## src/sv/assert_macros.svh

```systemverilog
// assertion helpers shared by the rtl
`ifndef ASSERT_MACROS_SVH
`define ASSERT_MACROS_SVH

// same-cycle implication, checked outside reset
`define ASSERT_IMPLIES(label, clk, rst_n, ante, cons) \
    label: assert property (@(posedge clk) disable iff (!rst_n) (ante) |-> (cons)) \
        else $error("implication check failed");

// next-cycle implication, checked outside reset
`define ASSERT_NEXT(label, clk, rst_n, ante, cons) \
    label: assert property (@(posedge clk) disable iff (!rst_n) (ante) |=> (cons)) \
        else $error("next-cycle check failed");

`endif

```

## src/sv/gdsw_pkg.sv

```systemverilog
package gdsw_pkg;

    localparam int YearBits  = 14;
    localparam int MonthBits = 4;
    localparam int DayBits   = 5;
    localparam int SumBits   = 15;

    localparam logic [YearBits-1:0] YEAR_MAX = 14'd9999;

    // y / 100 == (y * 5243) >> 19 for every 14-bit y
    localparam logic [12:0] DIV100_MUL   = 13'd5243;
    localparam int          DIV100_SHIFT = 19;

    typedef enum logic [1:0] {
        REQ_NEXT = 2'd0,
        REQ_PREV = 2'd1,
        REQ_SAME = 2'd2
    } req_t;

    typedef struct packed {
        logic [YearBits-1:0]  year;
        logic [MonthBits-1:0] month;
        logic [DayBits-1:0]   day;
    } date_t;

    // stepped date plus the shifted year/month the weekday sum works on
    typedef struct packed {
        date_t                date;
        logic                 bad;
        logic [YearBits-1:0]  zy;
        logic [MonthBits-1:0] zm;
    } step_t;

    function automatic logic [DayBits-1:0] month_len(input logic leap,
                                                     input logic [MonthBits-1:0] m);
        logic [DayBits-1:0] len;
        case (m)
            4'd1, 4'd3, 4'd5, 4'd7, 4'd8, 4'd10, 4'd12: len = 5'd31;
            4'd4, 4'd6, 4'd9, 4'd11:                    len = 5'd30;
            4'd2:                                       len = leap ? 5'd29 : 5'd28;
            default:                                    len = 5'd0;
        endcase
        return len;
    endfunction

    // (13 * m + 8) / 5
    function automatic logic [5:0] month_term(input logic [MonthBits-1:0] m);
        logic [5:0] t;
        case (m)
            4'd0:    t = 6'd1;
            4'd1:    t = 6'd4;
            4'd2:    t = 6'd6;
            4'd3:    t = 6'd9;
            4'd4:    t = 6'd12;
            4'd5:    t = 6'd14;
            4'd6:    t = 6'd17;
            4'd7:    t = 6'd19;
            4'd8:    t = 6'd22;
            4'd9:    t = 6'd25;
            4'd10:   t = 6'd27;
            4'd11:   t = 6'd30;
            4'd12:   t = 6'd32;
            4'd13:   t = 6'd35;
            4'd14:   t = 6'd38;
            default: t = 6'd40;
        endcase
        return t;
    endfunction

endpackage

```

## src/sv/gregorian_date_step_weekday.sv

```systemverilog
// Gregorian date stepper with weekday.
// Input stream (s_axis): one request per transfer, tdata carries the
// operation (next day, previous day, same date) and the date.
// Output stream (m_axis): one result per request, in order: the result
// date and its weekday (0 Sunday .. 6 Saturday) in tdata, and tuser set
// when the result year lies outside 1..9999 (weekday is then 0).
// Each request passes four registers: the input register, the date step
// with leap-year test into the step register, the weekday sum with the
// divide-by-100 multiply into the sum register, then mod-7 reduction into
// the output register.
// Throughput is one request per cycle while the receiver keeps up; each
// stage holds one request and moves on as soon as the stage after it is free.
// When the receiver stalls, the output register holds its transfer and the
// stages fill up; s_axis_tready drops only when all four are occupied.
// Reset empties every stage; there is no other state.
`include "assert_macros.svh"

module gregorian_date_step_weekday (
    input  logic        clk,
    input  logic        rst_n,
    input  logic        s_axis_tvalid,
    output logic        s_axis_tready,
    input  logic [31:0] s_axis_tdata,  // req_type[1:0], in_year[15:2], in_month[19:16],
                                       // in_day[24:20], zero [31:25]
    output logic        m_axis_tvalid,
    input  logic        m_axis_tready,
    output logic [31:0] m_axis_tdata,  // out_year[13:0], out_month[17:14], out_day[22:18],
                                       // weekday[25:23], zero [31:26]
    output logic        m_axis_tuser   // year_out_of_range
);

    logic            in_valid_reg, in_valid_next;
    logic [1:0]      in_req_reg, in_req_next;
    gdsw_pkg::date_t in_date_reg, in_date_next;

    logic            st_valid_reg, st_valid_next;
    gdsw_pkg::step_t st_reg, st_next;

    logic            sum_valid_reg, sum_valid_next;
    gdsw_pkg::date_t sum_date_reg, sum_date_next;
    logic            sum_bad_reg, sum_bad_next;
    logic [14:0]     sum_reg, sum_next;

    logic            out_valid_reg, out_valid_next;
    gdsw_pkg::date_t out_date_reg, out_date_next;
    logic [2:0]      out_wday_reg, out_wday_next;
    logic            out_bad_reg, out_bad_next;

    logic            out_ready;
    logic            sum_ready;
    logic            st_ready;
    gdsw_pkg::step_t step_res;
    logic [14:0]     dow_sum;
    logic [2:0]      dow_rem;

    assign out_ready     = !out_valid_reg || m_axis_tready;
    assign sum_ready     = !sum_valid_reg || out_ready;
    assign st_ready      = !st_valid_reg || sum_ready;
    assign s_axis_tready = !in_valid_reg || st_ready;

    gdsw_step u_step (
        .req_type (in_req_reg),
        .in_date  (in_date_reg),
        .result   (step_res)
    );

    gdsw_dow_sum u_dow_sum (
        .zy  (st_reg.zy),
        .zm  (st_reg.zm),
        .day (st_reg.date.day),
        .sum (dow_sum)
    );

    gdsw_mod7 u_mod7 (
        .value (sum_reg),
        .rem   (dow_rem)
    );

    always_comb
    begin
        in_valid_next  = s_axis_tready ? s_axis_tvalid : in_valid_reg;
        in_req_next    = in_req_reg;
        in_date_next   = in_date_reg;
        if (s_axis_tready && s_axis_tvalid)
        begin
            in_req_next        = s_axis_tdata[1:0];
            in_date_next.year  = s_axis_tdata[15:2];
            in_date_next.month = s_axis_tdata[19:16];
            in_date_next.day   = s_axis_tdata[24:20];
        end

        st_valid_next = st_ready ? in_valid_reg : st_valid_reg;
        st_next       = (st_ready && in_valid_reg) ? step_res : st_reg;

        sum_valid_next = sum_ready ? st_valid_reg : sum_valid_reg;
        sum_date_next  = sum_date_reg;
        sum_bad_next   = sum_bad_reg;
        sum_next       = sum_reg;
        if (sum_ready && st_valid_reg)
        begin
            sum_date_next = st_reg.date;
            sum_bad_next  = st_reg.bad;
            sum_next      = dow_sum;
        end

        out_valid_next = out_ready ? sum_valid_reg : out_valid_reg;
        out_date_next  = out_date_reg;
        out_wday_next  = out_wday_reg;
        out_bad_next   = out_bad_reg;
        if (out_ready && sum_valid_reg)
        begin
            out_date_next = sum_date_reg;
            out_bad_next  = sum_bad_reg;
            out_wday_next = sum_bad_reg ? 3'd0 : dow_rem;
        end
    end

    always_ff @(posedge clk or negedge rst_n)
    begin
        if (!rst_n)
        begin
            in_valid_reg  <= 1'b0;
            st_valid_reg  <= 1'b0;
            sum_valid_reg <= 1'b0;
            out_valid_reg <= 1'b0;
        end
        else
        begin
            in_valid_reg  <= in_valid_next;
            st_valid_reg  <= st_valid_next;
            sum_valid_reg <= sum_valid_next;
            out_valid_reg <= out_valid_next;
        end
    end

    always_ff @(posedge clk)
    begin
        in_req_reg   <= in_req_next;
        in_date_reg  <= in_date_next;
        st_reg       <= st_next;
        sum_date_reg <= sum_date_next;
        sum_bad_reg  <= sum_bad_next;
        sum_reg      <= sum_next;
        out_date_reg <= out_date_next;
        out_wday_reg <= out_wday_next;
        out_bad_reg  <= out_bad_next;
    end

    assign m_axis_tvalid = out_valid_reg;
    assign m_axis_tdata  = {6'd0, out_wday_reg, out_date_reg.day,
                            out_date_reg.month, out_date_reg.year};
    assign m_axis_tuser  = out_bad_reg;

    `ASSERT_IMPLIES(a_bad_wday_zero, clk, rst_n,
        out_valid_reg && out_bad_reg, out_wday_reg == 3'd0)
    `ASSERT_IMPLIES(a_wday_range, clk, rst_n,
        out_valid_reg, out_wday_reg <= 3'd6)
    `ASSERT_IMPLIES(a_ready_when_out_empty, clk, rst_n,
        !out_valid_reg, s_axis_tready)
    `ASSERT_NEXT(a_stalled_out_kept, clk, rst_n,
        out_valid_reg && !m_axis_tready, out_valid_reg)

endmodule

```

## src/sv/gdsw_step.sv

```systemverilog
module gdsw_step (
    input  logic [1:0]      req_type,
    input  gdsw_pkg::date_t in_date,
    output gdsw_pkg::step_t result
);

    logic [13:0] y;
    logic [3:0]  m;
    logic [4:0]  d;
    logic [26:0] prod;
    logic [7:0]  q100;
    logic [13:0] r100;
    logic        leap;
    logic [3:0]  m_dec;
    logic [4:0]  last_cur;
    logic [4:0]  last_prev;
    logic [13:0] yo;
    logic [3:0]  mo;
    logic [4:0]  dn;
    logic        bad;
    logic        early;

    assign y = in_date.year;
    assign m = in_date.month;
    assign d = in_date.day;

    assign prod = 27'(y) * 27'(gdsw_pkg::DIV100_MUL);
    assign q100 = prod[26:gdsw_pkg::DIV100_SHIFT];
    assign r100 = y - (14'(q100) * 14'd100);
    assign leap = (r100 == 14'd0) ? (q100[1:0] == 2'd0) : (y[1:0] == 2'd0);

    assign m_dec     = m - 4'd1;
    assign last_cur  = gdsw_pkg::month_len(leap, m);
    assign last_prev = gdsw_pkg::month_len(leap, m_dec);

    always_comb
    begin
        yo  = y;
        mo  = m;
        dn  = d;
        bad = (y == 14'd0) || (y > gdsw_pkg::YEAR_MAX);
        case (req_type)
            gdsw_pkg::REQ_NEXT:
            begin
                if (m == 4'd12)
                begin
                    if (d == 5'd31)
                    begin
                        yo  = y + 14'd1;
                        mo  = 4'd1;
                        dn  = 5'd1;
                        bad = (y >= gdsw_pkg::YEAR_MAX);
                    end
                    else
                    begin
                        dn = d + 5'd1;
                    end
                end
                else if (d == last_cur)
                begin
                    mo = m + 4'd1;
                    dn = 5'd1;
                end
                else
                begin
                    dn = d + 5'd1;
                end
            end
            gdsw_pkg::REQ_PREV:
            begin
                if (m == 4'd1)
                begin
                    if (d == 5'd1)
                    begin
                        yo  = y - 14'd1;
                        mo  = 4'd12;
                        dn  = 5'd31;
                        bad = (y <= 14'd1) || (y > gdsw_pkg::YEAR_MAX + 14'd1);
                    end
                    else
                    begin
                        dn = d - 5'd1;
                    end
                end
                else if (d == 5'd1)
                begin
                    mo = m_dec;
                    dn = last_prev;
                end
                else
                begin
                    dn = d - 5'd1;
                end
            end
            default:
            begin
                yo = y;
            end
        endcase
    end

    // january and february count as months 13 and 14 of the year before
    assign early = (mo < 4'd3);

    assign result.date.year  = yo;
    assign result.date.month = mo;
    assign result.date.day   = dn;
    assign result.bad        = bad;
    assign result.zy         = early ? yo - 14'd1 : yo;
    assign result.zm         = early ? mo + 4'd12 : mo;

endmodule

```

## src/sv/gdsw_dow_sum.sv

```systemverilog
module gdsw_dow_sum (
    input  logic [13:0] zy,
    input  logic [3:0]  zm,
    input  logic [4:0]  day,
    output logic [14:0] sum
);

    logic [26:0] prod;
    logic [7:0]  q100;

    assign prod = 27'(zy) * 27'(gdsw_pkg::DIV100_MUL);
    assign q100 = prod[26:gdsw_pkg::DIV100_SHIFT];

    // y + y/4 - y/100 + y/400 + (13m+8)/5 + d, never negative
    assign sum = 15'(zy) + 15'(zy[13:2]) - 15'(q100) + 15'(q100[7:2])
               + 15'(gdsw_pkg::month_term(zm)) + 15'(day);

endmodule

```

## src/sv/gdsw_mod7.sv

```systemverilog
module gdsw_mod7 (
    input  logic [14:0] value,
    output logic [2:0]  rem
);

    logic [5:0] fold1;
    logic [3:0] fold2;

    // 8 == 1 mod 7, so octal digits can simply be added
    assign fold1 = 6'(value[2:0]) + 6'(value[5:3]) + 6'(value[8:6])
                 + 6'(value[11:9]) + 6'(value[14:12]);
    assign fold2 = 4'(fold1[2:0]) + 4'(fold1[5:3]);
    assign rem   = (fold2 >= 4'd7) ? 3'(fold2 - 4'd7) : fold2[2:0];

endmodule
```

## config.mk

```make
export PLATFORM = sky130hd
export DESIGN_NAME = gregorian_date_step_weekday
export DESIGN_NICKNAME = d
export VERILOG_FILES = /design/src/sv/gdsw_pkg.sv /design/src/sv/gregorian_date_step_weekday.sv /design/src/sv/gdsw_step.sv /design/src/sv/gdsw_dow_sum.sv /design/src/sv/gdsw_mod7.sv
export VERILOG_INCLUDE_DIRS = /design/src /design/src/sv
export SDC_FILE = /design/constraint.sdc
export NUM_CORES = 1
export LEC_CHECK = 0
export BUFFER_PORTS_ARGS = -buffer_cell sky130_fd_sc_hd__buf_2
export CORE_MARGIN = 8
export CORE_UTILIZATION = 45
export CTS_CLUSTER_SIZE = 40
export DETAILED_ROUTE_END_ITERATION = 16
export GPL_ROUTABILITY_DRIVEN = 0
export REMOVE_ABC_BUFFERS = 1
export SLEW_MARGIN = 25
export SYNTH_ARGS = -nofsm -noshare
export SYNTH_HDL_FRONTEND = slang
export SYNTH_SLANG_ARGS = --single-unit
```

## constraint.sdc

```tcl
create_clock -name clk -period 12.5 [get_ports clk]
set_clock_uncertainty 0.1 [all_clocks]
set_input_delay 2.5 -clock clk [delete_from_list [all_inputs] [get_ports clk]]
set_output_delay 2.5 -clock clk [all_outputs]
set_load 0.05 [all_outputs]
```

## Word-level counts from Yosys, hierarchy flattened

Memory sizes are Yosys's and may differ from the RTL's. A register that Yosys moved wholly into a read port is not among the register bits.
Cells that the tools add are included.

| word-level totals | value |
|---|---|
| flip-flop bits (word level) | 137 |
| bits in latches | 0 |
| memory bits (writable) | 0 |
| ROM bits | 96 |
| input bits | 36 |
| output and inout port bits | 35 |
| memories kept | 1 |

Memory list:

| memory | words | width | rd ports | clocked after Yosys merged registers in | wr ports | line | source |
|---|---|---|---|---|---|---|---|
| (name not given) | 16 | 6 | 1 | 1 | 0 | gdsw_pkg.sv:49 | `case (m)` |

| cells by class | value |
|---|---|
| add/subtract/negate cells | 20 |
| multiply operators | 3 |
| div/mod/pow operators | 0 |
| $lt $le $gt $ge | 6 |
| equal/unequal tests | 28 |
| shift-type cells | 0 |
| mux-type cells | 32 |
| bitwise operators | 0 |
| reductions and logical operators | 23 |

Operators with widths:

| kind | count |
|---|---|
| two-way mux 14 bit | 5 |
| multiplier 14 x 13 -> 27 bit (second input constant) | 2 |
| == test 4 bit (second input constant) | 10 |
| == test 4 x 3 -> 1 bit (second input constant) | 8 |
| two-way mux 4 bit | 8 |
| adder 15 x 6 -> 15 bit | 2 |
| two-way mux 5 bit | 6 |
| one-hot mux 5 bit (3 select lines) | 2 |
| greater-than comparator 14 bit (second input constant) | 2 |
| zero test 14 bit | 2 |
| one-hot mux 14 bit (2 select lines) | 1 |
| subtractor 14 x 1 -> 14 bit (second input constant) | 2 |
| adder 6 x 3 -> 6 bit | 3 |
| == test 4 x 2 -> 1 bit (second input constant) | 4 |
| adder 14 x 12 -> 15 bit | 1 |
| adder 15 x 5 -> 15 bit | 1 |
| subtractor 15 x 8 -> 15 bit | 1 |
| adder 14 x 1 -> 14 bit (second input constant) | 1 |
| >= comparator 14 bit (second input constant) | 1 |
| less-or-equal comparator 14 x 1 -> 1 bit (second input constant) | 1 |
| OR reduction 7 bit | 2 |
| subtractor 14 bit | 1 |
| multiplier 8 x 5 -> 12 bit (second input constant) | 1 |
| one-hot mux 5 bit (2 select lines) | 1 |
| 23 further kinds | 44 |

## Depth between registers and ports, before layout

| logic depth | value |
|---|---|
| depth in word-level cells | 14 |
| gate-level depth with buffers | 53 |
| mapped depth without buffers | 51 |

## Hierarchy

Synthesis repeated with hierarchy kept, for this count alone.

| unflattened totals | value |
|---|---|
| cells, all modules | 1639 |
| area, all modules | 16927.5 µm² |

By module, submodules not included:

| module | instances | cells an instance | area each (µm²) | sequential area each (µm²) |
|---|---|---|---|---|
| gdsw_step | 1 | 871 | 7029.2 | 0.0 |
| gdsw_dow_sum | 1 | 560 | 5167.5 | 0.0 |
| gregorian_date_step_weekday | 1 | 159 | 4246.6 | 4093.9 |
| gdsw_mod7 | 1 | 49 | 484.2 | 0.0 |

## Worst setup path before layout

No wires, ideal clock.

| path | value |
|---|---|
| path kind | flip-flop to flip-flop |
| from | register in_date_reg[14] (netlist bit) |
| to | register st_reg[14] (netlist bit) (data pin) |
| library setup time | 0.267 ns |
| data arrival time | 10.351 ns |
| slack | 1.782 ns |
| stages on the path, launching flop included | 51 |
| buffers on the path | 2 |
| clock period less this slack | 10.718 ns |
| path through | edfxtp_1 -> inv_1 -> fa_1 -> inv_1 -> ha_1 -> fa_1 -> fa_1 -> inv_1 -> fa_1 -> inv_1 -> ha_1 -> a21oi_1 -> o21ai_0 -> a21oi_1 -> and2_4 -> buf_6 -> inv_1 -> a21oi_1 -> [... 15 more ...] -> ha_1 -> nand3b_1 -> o2111ai_1 -> a21oi_1 -> o21ai_0 -> a211oi_1 -> mux2i_1 -> a21oi_2 -> nand4bb_1 -> o31a_1 -> nor3_1 -> nor3b_4 -> ha_1 -> a311oi_4 -> or3b_1 -> buf_6 -> nor4_2 -> xor2_1 |

RTL lines:

| element | line | source |
|---|---|---|
| from (decl) | gregorian_date_step_weekday.sv:34 | `gdsw_pkg::date_t in_date_reg, in_date_next;` |
| from (signal assigned) | gregorian_date_step_weekday.sv:139 | `in_date_reg <= in_date_next;` |
| to (signal assigned) | gregorian_date_step_weekday.sv:140 | `st_reg <= st_next;` |
| to (decl) | gregorian_date_step_weekday.sv:37 | `gdsw_pkg::step_t st_reg, st_next;` |

==> impl_metrics.yaml <==
clocking:
  clock_path_buffers: 2
  cts.sinks: 141
  clkLatencyLatePin_ns: 0.44
  cts_root_buf: "clkbuf_16"
  tritoncts: "done"
  clkTransAtPathRegs_ns: 0.07
  htree_levels: 4
  cts_inserted_buffers: 17
  hold_buffers: 0
sta:
  period_minus_slack_ns: 11.73
  tightest_slew_ns: 1.06
  timing.fmax_mhz: 85.2
  finalHoldViolations: 0
  post-route-period-util_pct: 93.8
  setup_viol: 0
  rsz0062_at_grt: "no"
  drv_slew: 0
  tns_ns: 0
  relSlewSlack_pct: 28.1
global_route:
  track_usage_pct: 16.7
  antenna_found_initial: 0
  grt_pass1_vias: 10700
  gr-total-overflow: 0
  grt_pass1_wl_um: 55500
  grt_max_degree: 43
logic_synthesis:
  synthAdderAreaFrac_pct: 45.1
  seq_area_frac_synth_pct: 25.9
  ys_warn_count: 0
  synthArstFlopShare_pct: 2.84
  synthTopCellsByCount: "ha_1, inv_1, fa_1"
  yosys_register_bits: 141
  synthMuxAreaShare_pct: 1.04
  synth-compound-area-share_pct: 8.55
  ys_types: 76
  synth_ff_type: "edfxtp_1"
  synth_area_leader_cell: "ha_1"
  synth_most_common_cell: "ha_1"
  synth_area_leaders: "ha_1, edfxtp_1, fa_1"
  synth_area_um2: 16000
  synth-edff-count: 131
  synth_top_family_by_area: "adder cells"
  postSynthAreaPerCell_um2: 11.0
  synthSimpleGateAreaFrac_pct: 6.82
  netlist.area_leader.share_pct: 24.9
  synth_xor_area_share_pct: 4.31
  syn_inst: 1459
floorplan:
  ios: 71
  die_h_um: 205
  rows: 69
  initial_core_util_pct: 45.4
  die_w_um: 205
  core_region_area_um2: 35300
  dieArea_um2: 41900
finish:
  seq_area_um2: 4150
  largest_reg_flops: 40
  multi_input_area_um2: 10600
  drive_gt1_share_pct: 9.41
  syn2layout_area_growth_pct: 9.56
  fill_cells: 3211
  num_antenna_cells: 0
  fin_nets: 2056
critical_path:
  worst_setup_path_end_kind: "flop"
  criticalPathCategory: "flop to flop"
  arrival_ns: 11.81
  cp_slowest_cell: "edfxtp_1"
  start_kind: "flop"
  path_common_cell: "ha_1"
  crit_fanout: 10
  worstPathRequired_ns: 12.58
  cpPeakStageDelay_ns: 0.76
route:
  finalWirelength_um: 33200
  avgViaCountPerCell: 5.05
  via_count: 10200
  drt_iter0_markers: 557
  ant_nets: 0
  drc: 0
  wl_per_cell_um: 16.5
  drt-pass1-iter-count: 7
status:
  status: "finished clean"
min_path:
  hp-class: "flop to flop"
place:
  hpwl_um: 28000
  port-buffer-count: 57
job:
  drv_cap: 0
metal layers:
metal | vias to the layer above | global-route usage, % | part of all wire [%]
met4 | 0 | 4.01 | 1.3
met5 | - | 0 | 0
met3 | 32 | 2.66 | 3.8
met2 | 177 | 27.4 | 46
li1 | 5030 | - | -
met1 | 4924 | 22.8 | 48
final timing paths:
kind,cells past startpoint,to,startpoint,slack (ns)
worst max-delay path,46,st_reg[14],in_date_reg[22],0.77
worst min-delay path,0,m_axis_tdata[15],sum_date_reg[6],0.32
worst max register to register,46,st_reg[14],in_date_reg[22],0.77
worst min register to register,0,m_axis_tdata[15],sum_date_reg[6],0.32
max in group asynchronous,1,m_axis_tvalid,rst_n,10.43
min in group asynchronous,1,in_valid_reg,rst_n,1.75
per-stage QoR:
stage | instance area, um^2 | std cells | setup slack [ns] | hold WS, ns | util [%]
2_1_floorplan | 15900 | 1442 | 1.35 | 0.300 | -
3_3_place_gp | 16900 | 1976 | 0.653 | 0.305 | 47.9
3_5_place_dp | 16900 | 1976 | 0.547 | 0.305 | 47.9
4_1_cts | 17500 | 2008 | 0.511 | 0.319 | 49.6
5_1_grt | 17600 | 2013 | 0.0278 | 0.324 | 49.8
6_report | 17600 | 2013 | 0.770 | 0.318 | 49.8
cell type report:
cell class,instances,area share (%)
multi-input cells,981,60.3
repair buffers,78,2.52
clock inverters,15,0.989
inverters,320,6.83
flip-flops and latches,141,23.6
clock buffers,17,2.42
well taps,461,3.28
worst max-delay path: cells and delay by family (launching register included):
family          cells  cell delay, ns
mux                 1            0.17
buf+inv             6            0.35
simple gates       10            2.44
flops               1            0.76
xor+xnor            2            0.29
fa+ha+maj          12            4.58
compound gates     15            2.75
kinds of logic after synthesis:
kind of cell / Yosys count
DFF: 141
other: 1
and+or+nand+nor: 203
xor gates and xnor gates: 79
buffers and inverters: 342
muxes: 16
adders and majority gates: 481
AOI/OAI and AO/OA: 196
cells in the final DEF (no fill, tap or decap), types with 5 or more instances in the layout:
master / Yosys / layout
inv_6: 0 / 6
xor2_1: 27 / 27
clkbuf_16: 0 / 17
a22oi_1: 7 / 7
and2_1: 13 / 11
and3_1: 8 / 8
nor3_1: 23 / 23
dfxtp_1: 6 / 6
inv_1: 317 / 317
a21o_1: 27 / 27
nand2b_1: 6 / 6
o21bai_1: 13 / 13
mux2i_1: 11 / 11
nor2_1: 49 / 49
a21oi_1: 59 / 58
conb_1: 1 / 6
mux2_2: 5 / 5
ha_1: 319 / 319
nand2_1: 35 / 35
buf_2: 1 / 57
a31oi_1: 7 / 7
nand4_1: 7 / 7
a211oi_1: 5 / 5
nand3_1: 26 / 26
buf_4: 7 / 21
edfxtp_1: 131 / 131
xnor2_1: 52 / 52
fa_1: 162 / 162
o22ai_1: 6 / 6
o21ai_0: 27 / 27
timing repair:
action	in CTS	in global routing
hold endpoints to repair	0	0
endpoints found under the setup margin	0	14
gates resized for setup	0	4
buffers inserted	0	5
Power is not shown: default switching activity piles up to over one toggle a cycle in this logic, so the estimate is an artifact.
